--- src/rtl/lrts_pkg.sv ---
// shared types and constants of the least-runtime task scheduler
`timescale 1ns / 1ps
package lrts_pkg;

  localparam int MAX_TASKS_DEF = 16;
  localparam int KEY_BITS_DEF  = 48;

  localparam int CMD_BITS     = 3;
  localparam int SLOT_BITS    = 4;
  localparam int ELAPSED_BITS = 32;
  localparam int STATUS_BITS  = 3;

  typedef enum logic [1:0] {
    MODE_ABSENT = 2'd0,
    MODE_READY  = 2'd1,
    MODE_SUSP   = 2'd2,
    MODE_RUN    = 2'd3
  } mode_t;

  typedef enum logic [CMD_BITS-1:0] {
    CMD_ATTACH  = 3'd0,
    CMD_DETACH  = 3'd1,
    CMD_WAKE    = 3'd2,
    CMD_SUSPEND = 3'd3,
    CMD_PICK    = 3'd4,
    CMD_END     = 3'd5,
    CMD_QUERY   = 3'd6
  } cmd_t;

  typedef enum logic [STATUS_BITS-1:0] {
    STAT_OK       = 3'd0,
    STAT_ATTACHED = 3'd1,
    STAT_EMPTY    = 3'd2,
    STAT_NOTRUN   = 3'd3,
    STAT_ABSENT   = 3'd4
  } status_t;

  // write broadcast to the cell row, target slot and key data travel beside it
  typedef struct packed {
    logic  mode_we;
    mode_t mode;
    logic  key_we;
    logic  wake_we;
    logic  wake;
  } cell_wr_t;

  // summary handed from cell to cell, best key and slot travel beside it
  typedef struct packed {
    logic  found;
    logic  rdy_any;
    logic  rdy_multi;
    logic  susp_any;
    mode_t sel_mode;
    logic  run_wake;
  } scan_t;

endpackage

--- src/rtl/lrts_req_if.sv ---
// command channel: valid/ready with one command beat
`timescale 1ns / 1ps
interface lrts_req_if;
  import lrts_pkg::*;

  logic                    valid;
  logic                    ready;
  logic [CMD_BITS-1:0]     cmd;
  logic [SLOT_BITS-1:0]    task_slot;
  logic                    completed;
  logic [ELAPSED_BITS-1:0] elapsed_time;

  modport source (output valid, cmd, task_slot, completed, elapsed_time, input ready);
  modport sink   (input valid, cmd, task_slot, completed, elapsed_time, output ready);
endinterface

--- src/rtl/lrts_rsp_if.sv ---
// result channel: valid/ready with one result beat
`timescale 1ns / 1ps
interface lrts_rsp_if;
  import lrts_pkg::*;

  logic                   valid;
  logic                   ready;
  logic [SLOT_BITS-1:0]   picked_slot;
  logic                   picked_valid;
  logic [STATUS_BITS-1:0] status;
  logic                   any_ready;
  logic                   any_suspended;
  logic                   slot_suspended;

  modport source (output valid, picked_slot, picked_valid, status, any_ready,
                  any_suspended, slot_suspended, input ready);
  modport sink   (input valid, picked_slot, picked_valid, status, any_ready,
                  any_suspended, slot_suspended, output ready);
endinterface

--- src/rtl/lrts_cell.sv ---
// one task slot: mode, wake mark and runtime key, plus one stage of the scan chain
`timescale 1ns / 1ps
module lrts_cell #(
  parameter int KEY_BITS = lrts_pkg::KEY_BITS_DEF,
  parameter int SLOT_W   = $clog2(lrts_pkg::MAX_TASKS_DEF)
) (
  input  logic                 clk,
  input  logic                 rst,
  input  logic [SLOT_W-1:0]    idx,
  input  lrts_pkg::cell_wr_t   wr,
  input  logic [SLOT_W-1:0]    wr_slot,
  input  logic [KEY_BITS-1:0]  wr_key,
  input  logic [SLOT_W-1:0]    sel_slot,
  input  logic                 sel_en,
  input  logic [SLOT_W-1:0]    run_slot,
  input  lrts_pkg::scan_t      prev_flags,
  input  logic [KEY_BITS-1:0]  prev_key,
  input  logic [SLOT_W-1:0]    prev_slot,
  output lrts_pkg::scan_t      next_flags,
  output logic [KEY_BITS-1:0]  next_key,
  output logic [SLOT_W-1:0]    next_slot
);
  import lrts_pkg::*;

  mode_t               mode;
  logic                wake;
  logic [KEY_BITS-1:0] key;
  logic                wr_hit;
  logic                own_ready;
  logic                take_own;

  assign wr_hit    = (wr_slot == idx);
  assign own_ready = (mode == MODE_READY);
  // strict less keeps the lower slot on equal keys
  assign take_own  = own_ready && (!prev_flags.found || (key < prev_key));

  always_ff @(posedge clk) begin
    if (rst) begin
      mode <= MODE_ABSENT;
      wake <= 1'b0;
    end else if (wr_hit) begin
      if (wr.mode_we) mode <= wr.mode;
      if (wr.wake_we) wake <= wr.wake;
    end
  end

  always_ff @(posedge clk) begin
    if (wr_hit && wr.key_we) key <= wr_key;
  end

  // chain stage, recomputed every cycle
  always_ff @(posedge clk) begin
    next_flags.found     <= prev_flags.found | own_ready;
    next_flags.rdy_any   <= prev_flags.rdy_any | own_ready;
    next_flags.rdy_multi <= prev_flags.rdy_multi | (prev_flags.rdy_any & own_ready);
    next_flags.susp_any  <= prev_flags.susp_any | (mode == MODE_SUSP);
    next_flags.sel_mode  <= (sel_en && (sel_slot == idx)) ? mode : prev_flags.sel_mode;
    next_flags.run_wake  <= (run_slot == idx) ? wake : prev_flags.run_wake;
    next_key             <= take_own ? key : prev_key;
    next_slot            <= take_own ? idx : prev_slot;
  end

endmodule

--- src/rtl/least_runtime_task_scheduler_core.sv ---
// least-runtime task scheduler: controller and row of slot cells
// the result beat follows the command beat through scan A, apply, scan B and finish
// one command at a time: a new command is taken only in idle, after the last one
//   has made two passes through the cell chain, one before and one after the update
// a finished result waits in the output register while the next command is taken
// reset (rst, synchronous): all slots absent, no wake marks, no task running
`timescale 1ns / 1ps
module least_runtime_task_scheduler_core #(
  parameter int MAX_TASKS = lrts_pkg::MAX_TASKS_DEF,
  parameter int KEY_BITS  = lrts_pkg::KEY_BITS_DEF
) (
  input  logic       clk,
  input  logic       rst,
  lrts_req_if.sink   req,
  lrts_rsp_if.source rsp
);
  import lrts_pkg::*;

  localparam int SLOT_W = $clog2(MAX_TASKS);
  // common width for converting between the 4-bit slot field and the cell index
  localparam int AW     = (SLOT_W > SLOT_BITS) ? SLOT_W : SLOT_BITS;
  localparam int SUM_W  = ((KEY_BITS > ELAPSED_BITS) ? KEY_BITS : ELAPSED_BITS) + 1;

  typedef enum logic [2:0] {
    S_IDLE,
    S_SCAN_A,
    S_APPLY,
    S_SCAN_B,
    S_FINISH
  } state_t;

  state_t state;

  // latched command beat
  cmd_t                    cmd_q;
  logic [SLOT_W-1:0]       slot_q;
  logic                    inr_q;
  logic                    completed_q;
  logic [ELAPSED_BITS-1:0] elapsed_q;
  logic [SLOT_W-1:0]       cnt;

  // dispatch state
  logic [SLOT_W-1:0]   running_slot;
  logic [KEY_BITS-1:0] running_key;
  logic                running_valid;
  logic                suspend_mark;

  status_t status_q;

  // scan chain, entry 0 is the seed at the head
  scan_t               chain_flags [MAX_TASKS+1];
  logic [KEY_BITS-1:0] chain_key   [MAX_TASKS+1];
  logic [SLOT_W-1:0]   chain_slot  [MAX_TASKS+1];
  scan_t               tail;
  logic [KEY_BITS-1:0] tail_key;
  logic [SLOT_W-1:0]   tail_slot;

  // write broadcast
  cell_wr_t            wr;
  logic [SLOT_W-1:0]   wr_slot;
  logic [KEY_BITS-1:0] wr_key;

  logic [AW-1:0]       slot_wide;
  logic [AW-1:0]       pick_wide;
  logic                inr;
  logic [SUM_W-1:0]    key_sum;
  logic [KEY_BITS-1:0] key_sat;
  status_t             apply_status;
  logic                mark_set;
  logic                run_clear;
  logic                finish_fire;
  logic                pick_take;
  logic                markrun;
  logic                scan_last;

  assign req.ready = (state == S_IDLE);

  assign slot_wide = AW'(req.task_slot);
  assign inr       = (int'(req.task_slot) < MAX_TASKS);
  assign pick_wide = AW'(tail_slot);

  assign tail      = chain_flags[MAX_TASKS];
  assign tail_key  = chain_key[MAX_TASKS];
  assign tail_slot = chain_slot[MAX_TASKS];

  assign chain_flags[0] = '0;
  assign chain_key[0]   = '0;
  assign chain_slot[0]  = '0;

  // saturating key update for end of slice
  assign key_sum = SUM_W'(running_key) + SUM_W'(elapsed_q);
  assign key_sat = (|key_sum[SUM_W-1:KEY_BITS]) ? {KEY_BITS{1'b1}} : key_sum[KEY_BITS-1:0];

  assign scan_last   = (cnt == SLOT_W'(MAX_TASKS - 1));
  assign finish_fire = (state == S_FINISH) && (!rsp.valid || rsp.ready);
  assign pick_take   = finish_fire && (cmd_q == CMD_PICK) && tail.found;
  assign markrun     = running_valid && suspend_mark;

  // command decode: in S_APPLY the chain tail holds the state before the update,
  // in S_FINISH the state after it
  always_comb begin
    wr           = '0;
    wr_slot      = running_slot;
    wr_key       = '0;
    apply_status = STAT_OK;
    mark_set     = 1'b0;
    run_clear    = 1'b0;
    if (state == S_APPLY) begin
      case (cmd_q)
        CMD_ATTACH: begin
          if (!inr_q) begin
            apply_status = STAT_ABSENT;
          end else if (tail.sel_mode != MODE_ABSENT) begin
            apply_status = STAT_ATTACHED;
          end else begin
            wr.mode_we = 1'b1;
            wr.mode    = MODE_READY;
            wr.key_we  = 1'b1;
            wr.wake_we = 1'b1;
            wr.wake    = 1'b0;
            wr_slot    = slot_q;
          end
        end
        CMD_DETACH: begin
          if (tail.sel_mode == MODE_ABSENT) begin
            apply_status = STAT_ABSENT;
          end else if (tail.sel_mode == MODE_SUSP) begin
            wr.mode_we = 1'b1;
            wr.mode    = MODE_ABSENT;
            wr.wake_we = 1'b1;
            wr.wake    = 1'b0;
            wr_slot    = slot_q;
          end
        end
        CMD_WAKE: begin
          wr_slot = slot_q;
          if (tail.sel_mode == MODE_ABSENT) begin
            apply_status = STAT_ABSENT;
          end else if (tail.sel_mode == MODE_SUSP) begin
            wr.mode_we = 1'b1;
            wr.mode    = MODE_READY;
            wr.key_we  = 1'b1;
          end else begin
            wr.wake_we = 1'b1;
            wr.wake    = 1'b1;
          end
        end
        CMD_SUSPEND: begin
          if (!running_valid || !inr_q || (running_slot != slot_q)) begin
            apply_status = STAT_NOTRUN;
          end else if (tail.run_wake) begin
            // pending wake cancels the suspend
            wr.wake_we = 1'b1;
            wr.wake    = 1'b0;
          end else begin
            mark_set = 1'b1;
          end
        end
        CMD_PICK: begin
          // running task goes back to ready with its dispatch key
          if (running_valid) begin
            wr.mode_we = 1'b1;
            wr.mode    = MODE_READY;
            wr.key_we  = 1'b1;
            wr_key     = running_key;
            run_clear  = 1'b1;
          end
        end
        CMD_END: begin
          if (!running_valid) begin
            apply_status = STAT_NOTRUN;
          end else begin
            run_clear  = 1'b1;
            wr.mode_we = 1'b1;
            wr.wake_we = suspend_mark && tail.run_wake;
            wr.wake    = 1'b0;
            if (completed_q || (suspend_mark && !tail.run_wake)) begin
              wr.mode = MODE_SUSP;
            end else begin
              wr.mode   = MODE_READY;
              wr.key_we = 1'b1;
              wr_key    = key_sat;
            end
          end
        end
        default: begin
          // query, and the unused code behaves the same
          if (tail.sel_mode == MODE_ABSENT) apply_status = STAT_ABSENT;
        end
      endcase
    end else if (pick_take) begin
      wr.mode_we = 1'b1;
      wr.mode    = MODE_RUN;
      wr_slot    = tail_slot;
    end
  end

  genvar gi;
  generate
    for (gi = 0; gi < MAX_TASKS; gi++) begin : g_cell
      lrts_cell #(
        .KEY_BITS (KEY_BITS),
        .SLOT_W   (SLOT_W)
      ) u_cell (
        .clk        (clk),
        .rst        (rst),
        .idx        (SLOT_W'(gi)),
        .wr         (wr),
        .wr_slot    (wr_slot),
        .wr_key     (wr_key),
        .sel_slot   (slot_q),
        .sel_en     (inr_q),
        .run_slot   (running_slot),
        .prev_flags (chain_flags[gi]),
        .prev_key   (chain_key[gi]),
        .prev_slot  (chain_slot[gi]),
        .next_flags (chain_flags[gi+1]),
        .next_key   (chain_key[gi+1]),
        .next_slot  (chain_slot[gi+1])
      );
    end
  endgenerate

  // sequencer, dispatch state and the result register
  always_ff @(posedge clk) begin
    if (rst) begin
      state         <= S_IDLE;
      cnt           <= '0;
      running_slot  <= '0;
      running_key   <= '0;
      running_valid <= 1'b0;
      suspend_mark  <= 1'b0;
      rsp.valid     <= 1'b0;
    end else begin
      // a new beat loaded in the same cycle keeps valid high
      if (rsp.valid && rsp.ready && !finish_fire) rsp.valid <= 1'b0;
      case (state)
        S_IDLE: begin
          if (req.valid) begin
            cmd_q       <= cmd_t'(req.cmd);
            slot_q      <= slot_wide[SLOT_W-1:0];
            inr_q       <= inr;
            completed_q <= req.completed;
            elapsed_q   <= req.elapsed_time;
            cnt         <= '0;
            state       <= S_SCAN_A;
          end
        end
        S_SCAN_A: begin
          cnt <= cnt + 1'b1;
          if (scan_last) state <= S_APPLY;
        end
        S_APPLY: begin
          status_q <= apply_status;
          if (mark_set) suspend_mark <= 1'b1;
          if (run_clear) begin
            running_valid <= 1'b0;
            suspend_mark  <= 1'b0;
          end
          cnt   <= '0;
          state <= S_SCAN_B;
        end
        S_SCAN_B: begin
          cnt <= cnt + 1'b1;
          if (scan_last) state <= S_FINISH;
        end
        S_FINISH: begin
          if (finish_fire) begin
            rsp.valid          <= 1'b1;
            rsp.picked_valid   <= pick_take;
            rsp.picked_slot    <= pick_take ? pick_wide[SLOT_BITS-1:0] : '0;
            rsp.any_suspended  <= tail.susp_any | markrun;
            rsp.slot_suspended <= inr_q && ((tail.sel_mode == MODE_SUSP) ||
                                            (markrun && (running_slot == slot_q)));
            if (cmd_q == CMD_PICK) begin
              rsp.status    <= tail.found ? STAT_OK : STAT_EMPTY;
              rsp.any_ready <= tail.rdy_multi;
            end else begin
              rsp.status    <= status_q;
              rsp.any_ready <= tail.rdy_any;
            end
            if (pick_take) begin
              running_slot  <= tail_slot;
              running_key   <= tail_key;
              running_valid <= 1'b1;
              suspend_mark  <= 1'b0;
            end
            state <= S_IDLE;
          end
        end
        default: state <= S_IDLE;
      endcase
    end
  end

  // suspend mark only exists on a running task
  a_mark_needs_run: assert property (@(posedge clk) disable iff (rst)
    suspend_mark |-> running_valid)
    else $error("suspend mark without running task");

  // a dispatch result always reports ok
  a_pick_ok: assert property (@(posedge clk) disable iff (rst)
    (rsp.valid && rsp.picked_valid) |-> (rsp.status == STAT_OK))
    else $error("dispatch beat with error status");

  // a successful pick leaves a task running without suspend mark
  a_pick_runs: assert property (@(posedge clk) disable iff (rst)
    pick_take |=> (running_valid && !suspend_mark))
    else $error("pick did not dispatch");

  // result beats only come from the finish step
  a_rsp_from_finish: assert property (@(posedge clk) disable iff (rst)
    $rose(rsp.valid) |-> $past(state == S_FINISH))
    else $error("result beat outside finish");

endmodule
--- src/flat_wrapper.sv ---
// flat-port wrapper written by rule: the top's interface ports become plain ports
module least_runtime_task_scheduler_core_flat import lrts_pkg::*;
#(
  parameter int MAX_TASKS = lrts_pkg::MAX_TASKS_DEF,
  parameter int KEY_BITS  = lrts_pkg::KEY_BITS_DEF
)
  (clk, rst, req_valid, req_cmd, req_task_slot, req_completed, req_elapsed_time, req_ready, rsp_valid, rsp_picked_slot, rsp_picked_valid, rsp_status, rsp_any_ready, rsp_any_suspended, rsp_slot_suspended, rsp_ready);
  lrts_req_if req_i ();
  lrts_rsp_if rsp_i ();
  input  logic clk;
  input  logic rst;
  input wire logic [$bits(req_i.valid)-1:0] req_valid;
  input wire logic [$bits(req_i.cmd)-1:0] req_cmd;
  input wire logic [$bits(req_i.task_slot)-1:0] req_task_slot;
  input wire logic [$bits(req_i.completed)-1:0] req_completed;
  input wire logic [$bits(req_i.elapsed_time)-1:0] req_elapsed_time;
  output wire logic [$bits(req_i.ready)-1:0] req_ready;
  output wire logic [$bits(rsp_i.valid)-1:0] rsp_valid;
  output wire logic [$bits(rsp_i.picked_slot)-1:0] rsp_picked_slot;
  output wire logic [$bits(rsp_i.picked_valid)-1:0] rsp_picked_valid;
  output wire logic [$bits(rsp_i.status)-1:0] rsp_status;
  output wire logic [$bits(rsp_i.any_ready)-1:0] rsp_any_ready;
  output wire logic [$bits(rsp_i.any_suspended)-1:0] rsp_any_suspended;
  output wire logic [$bits(rsp_i.slot_suspended)-1:0] rsp_slot_suspended;
  input wire logic [$bits(rsp_i.ready)-1:0] rsp_ready;
  assign req_i.valid = req_valid;
  assign req_i.cmd = req_cmd;
  assign req_i.task_slot = req_task_slot;
  assign req_i.completed = req_completed;
  assign req_i.elapsed_time = req_elapsed_time;
  assign req_ready = req_i.ready;
  assign rsp_valid = rsp_i.valid;
  assign rsp_picked_slot = rsp_i.picked_slot;
  assign rsp_picked_valid = rsp_i.picked_valid;
  assign rsp_status = rsp_i.status;
  assign rsp_any_ready = rsp_i.any_ready;
  assign rsp_any_suspended = rsp_i.any_suspended;
  assign rsp_slot_suspended = rsp_i.slot_suspended;
  assign rsp_i.ready = rsp_ready;
  least_runtime_task_scheduler_core #(.MAX_TASKS(MAX_TASKS), .KEY_BITS(KEY_BITS)) u_core (.clk(clk), .rst(rst), .req(req_i), .rsp(rsp_i));
endmodule
--- config.mk ---
export PLATFORM = sky130hd
export DESIGN_NAME = least_runtime_task_scheduler_core_flat
export DESIGN_NICKNAME = d
export VERILOG_FILES = /design/src/rtl/lrts_pkg.sv /design/src/rtl/lrts_req_if.sv /design/src/rtl/lrts_rsp_if.sv /design/src/rtl/lrts_cell.sv /design/src/rtl/least_runtime_task_scheduler_core.sv /design/src/flat_wrapper.sv
export SDC_FILE = /design/constraint.sdc
export NUM_CORES = 2
export LEC_CHECK = 0
export BUFFER_PORTS_ARGS = -buffer_cell sky130_fd_sc_hd__buf_4
export CAP_MARGIN = 10
export CORE_MARGIN = 4
export CORE_UTILIZATION = 55
export DETAILED_ROUTE_END_ITERATION = 16
export MAX_ROUTING_LAYER = met4
export PLACE_DENSITY = 0.7
export SYNTH_ARGS = -nofsm -noshare
export SYNTH_HDL_FRONTEND = slang
export SYNTH_SLANG_ARGS = --single-unit
--- constraint.sdc ---
create_clock -name clk -period 20.6 [get_ports clk]
set_input_delay 3.09 -clock clk [delete_from_list [all_inputs] [get_ports clk]]
set_output_delay 3.09 -clock clk [all_outputs]
set_load 0.02 [all_outputs]
==> flow_results.org <==
** Logic synthesis
- In the synthesized netlist the dominant register cell turns out to be dfxtp_1.
- Fraction of the yosys area taken by sequential cells :: 57.3%
- Synth cell types :: 81
- Proportion of netlist area held by the largest area contributor :: 31.3%
- Yosys attributes the largest share of cell area to edfxtp_1, dfxtp_1, ha_1, mux2_2, inv_1.
- The number of nets in the synthesized netlist is 7,164.
- Counting every instance in the synthesized netlist gives 6,381.
- The average instance in the mapped netlist occupies 12.3 um2.
- Of all cell types, the one taking the most synthesized area is edfxtp_1.
- For this run, the number of Yosys warnings is 0.
- After synthesis, the share of flip-flops with an asynchronous set or reset is 0%.
- Number of enable-type register cells in the synthesized netlist :: 822
- Synth Register Bits :: 1,844
- Netlist area before placement :: 78,700 um2

** Drt
- Metal2 WL :: 78,100 um
- In the routed design, unresolved DRC markers number 0.
- DRT Wirelength :: 158,000 um
- Remaining antenna violation count :: 0
- Metal3 WL :: 6210 um
- After detailed routing, the number of vias per cell comes to 5.50.
- The routed layout has 47,188 vias.
- The pre-antenna-repair detailed-routing pass consisted of 6 iterations.
- After detailed routing, the average wire length per cell comes to 18.4 um.
- The detailed router put a total of 70,400 um of wire on met1.
- Detailed Route Iter0 Violations :: 2,796
- In this run the top signal layer used is met4.

** Worst setup path
- Type of the setup path with the least slack :: input port to flip-flop
- In this run the worst path has a maximum fanout of 62.
- In this run the critical register-to-register path is launched from u_core.running_key[0].
- Critical path startpoint category :: input port
- Crit. End Element :: flip-flop
- Data arrival time at the worst-slack endpoint :: 6.54 ns
- Data required time at the worst endpoint :: 21.01 ns
- Critical path launch point :: rsp_ready

** Clocking
- Total setup buffers inserted after CTS :: 0
- Number of sinks handled by clock tree synthesis :: 1,844
- Number of gates resized after cts :: 0
- Number of levels the H-tree was split into :: 4
- The clock passes through at most 3 buffers.
- TritonCTS built the clock tree.
- Total of hold buffers inserted after clock tree synthesis :: 0
- Clock buffer count from CTS :: 184
- Clock insertion delay at the later pin of the skew report :: 0.80 ns
- Clock Pin Slew Worst Setup and Hold Paths :: 0.06 ns
- Clock root cell :: clkbuf_16

** Min path
- Min-Delay Path Class :: flip-flop to flip-flop
- Startpoint of the most critical hold path :: u_core.g_cell[0].u_cell.next_flags[3]

** Timing
- Timing would allow up to 0.163 GHz.
- Setup TNS :: 0 ns
- Relative max-transition margin :: 28.1%
- RSZ-0062 raised after global routing :: no
- In the finished design, the share of the clock period the worst path needs comes to 29.8%.
- Setup violations remaining at the end of the flow were counted as 0.
- Post-route minimum period :: 6.13 ns
- At the pin with the least slew margin, the transition time is 1.06 ns.
- On the final layout, the worst clock skew is 0.0336 ns.
- The final number of max-transition violations was 0.
- Final hold vios :: 0

** Global route
- The first global-routing pass estimated 253,000 um of wire.
- After global routing the overflow that remains totals 0.
- Initial antenna violation count :: 0
- Number of global-route vias before repair :: 48,417
- Overall track demand over capacity in global routing :: 21.8%
- Entering global routing, the biggest net connects 63 pins.

** Pwr
- Power share of the sequential group :: 52.7%
- Leakage power of the design :: 33.6 nW
- The clock network burns 47.0% of the power.
- Summed over all nets, the switching power comes to 1.40 mW.
- Across the VDD grid, the largest voltage drop is 82.3 uV.
- Combinational power share :: 0.4%
- Internal power consumption :: 5.81 mW
- Dividing total power by cell area gives a power density of 82.1 nW/um2.
- Fraction of power spent switching nets :: 19.4%

** Layout
- Area growth syn-to-layout :: 11.5%
- After filler insertion, the fill cell instance count of the layout stands at 11,013.
- Cells fill 61.9% of the core in the end.
- Of the cells placed in the final design, the portion with a size suffix greater than 1 is 18.1%.
- Net count of the finished layout :: 7,310
- Antenna diode instance count :: 0

** Floorplan
- Die Y :: 386 um
- Initial core utilization :: 55.5%
- 57 I/O pins were placed.
- From left edge to right edge, the die measures 386 um.
- The die covers 149,000 um2.
- Core ar. :: 142,000 um2
- Number of rows created at floorplan :: 138

** Place
- Final weighted congestion of routability-driven global placement :: 0.893
- During placement, the flow inserted port buffers numbering 56.
- After legalization and detailed placement, the total HPWL measured 113,000 um.

** Status
- The run finished with clean final reports.

** Flow run
- Count of max-cap constraint violations :: 0
-- cell type report --
class / count / area (um2) / area share (%)
clock buffers: 283 / 5600 / 6.38
clock inverters: 61 / 632 / 0.720
inverters: 759 / 2850 / 3.25
multi-input cells: 3621 / 30300 / 34.5
flip-flops and latches: 1844 / 45100 / 51.4
well taps: 1890 / 2360 / 2.69
repair buffers: 117 / 891 / 1.01
-- sequential cells by signal (all words and copies together), names as in the netlist, 3 cells and up --
| register | flops |
|---|---|
| u_core.status_q | 3 |
| u_core.g_cell.u_cell.mode | 32 |
| u_core.g_cell.u_cell.next_flags | 95 |
| u_core.g_cell.u_cell.key | 768 |
| u_core.cnt | 4 |
| u_core.g_cell.u_cell.next_slot | 49 |
| u_core.running_slot | 4 |
| u_core.slot_q | 4 |
| u_core.elapsed_q | 32 |
| u_core.g_cell.u_cell.next_key | 768 |
| u_core.cmd_q | 3 |
| u_core.g_cell.u_cell.wake | 16 |
| u_core.state | 3 |
| u_core.running_key | 48 |
| u_core.rsp.status | 3 |
| u_core.rsp.picked_slot | 4 |
-- cell usage after synthesis (all sizes together), types with 7 or more instances --
library cell,number
ha,738
nor3,65
clkbuf,91
a221oi,8
or2,35
nand3,52
and4,12
o21ai,295
o221ai,7
nor2b,42
a31o,9
a31oi,24
mux2i,51
buf,66
a211o,8
or3,7
a2111oi,21
a21o,180
mux2,714
nor4,20
nand2,316
o211ai,28
and2,59
nand2b,110
nand4,138
o21bai,21
edfxtp,822
and3,14
xnor2,22
o2111ai,12
a211oi,61
nor2,184
xor2,14
inv,759
dfxtp,1022
o31ai,12
o22ai,7
a21oi,264
o21a,15
-- worst max-delay path: stages --
cell and delay [ns]:
buf_4 0.11, nor2b_1 0.18, nor2_2 0.07, nand3_2 0.06, buf_4 0.57, nand2_1 0.30, o221ai_1 0.64, nand2_1 0.42
nor3_2 0.36, buf_4 0.64
-- metrics by stage --
| step | instances | area, um2 | hold slack (ns) | setup slack (ns) | power, mW |
|---|---|---|---|---|---|
| final | 8575 | 87800 | 0.403 | 14.47 | 7.21 |
| after floorplan | 6381 | 78700 | 0.382 | 11.49 | 3.89 |
| after global routing | 8575 | 87800 | 0.414 | 14.26 | 7.44 |
| after detailed placement | 8230 | 81500 | 0.391 | 13.66 | 3.90 |
| after global placement | 8230 | 81500 | 0.386 | 13.74 | 3.90 |
| after CTS | 8574 | 87800 | 0.404 | 14.53 | 7.29 |
-- worst paths after layout --
check / end / slack, ns / cells past startpoint
worst max-delay path: u_core.g_cell[1].u_cell.key[5] / 14.47 / 10
worst min-delay path: u_core.g_cell[1].u_cell.next_flags[3] / 0.40 / 1
worst max register to register: u_core.g_cell[0].u_cell.key[42] / 15.69 / 11
worst min register to register: u_core.g_cell[1].u_cell.next_flags[3] / 0.40 / 1
-- cells by family after synthesis --
kind of cell | count (synthesis) | share of synthesized area (%)
AND/OR/NAND/NOR | 1069 | 6.84
flip-flops | 1844 | 57.3
adder cells (fa/ha/maj) | 739 | 11.8
AO/OA/AOI/OAI | 1012 | 8.09
multiplexers | 765 | 11.1
XOR/XNOR | 36 | 0.400
buffers and inverters | 916 | 4.52
-- power groups by stage --
stage          combinational (mW)  sequential, mW  clock (mW)
2_1_floorplan              0.0178            3.87           0
3_3_place_gp               0.0277            3.88           0
3_5_place_dp               0.0283            3.88           0
4_1_cts                    0.0285            3.80        3.46
5_1_grt                    0.0310            3.79        3.61
6_report                   0.0285            3.80        3.39
-- layout by cell type, fill, tap and decap left out, types with 19 or more instances in the layout --
master	instances
nor2b_1	41
edfxtp_1	822
nor2_1	171
dfxtp_1	1022
nand4_1	138
nand2b_1	109
o21bai_1	20
inv_1	758
o211ai_1	28
clkbuf_16	195
or2_2	35
mux2_4	47
mux2i_1	51
a21oi_1	263
mux2_2	667
nor3_1	54
clkbuf_1	49
o21ai_0	284
and2_1	59
nand3_1	51
nand2_1	315
a211oi_1	59
clkinv_2	32
xnor2_1	22
ha_1	738
a31oi_1	22
buf_4	116
clkbuf_8	39
a21o_1	180
a2111oi_0	19
-- routing by layer --
layer / GRT usage (%) / up-vias
li1: - / 23066
met4: 5.95 / 0
met2: 36.7 / 819
met5: - / -
met1: 27.8 / 23036
met3: 3.02 / 267
(Power assumes the default switching activity.)
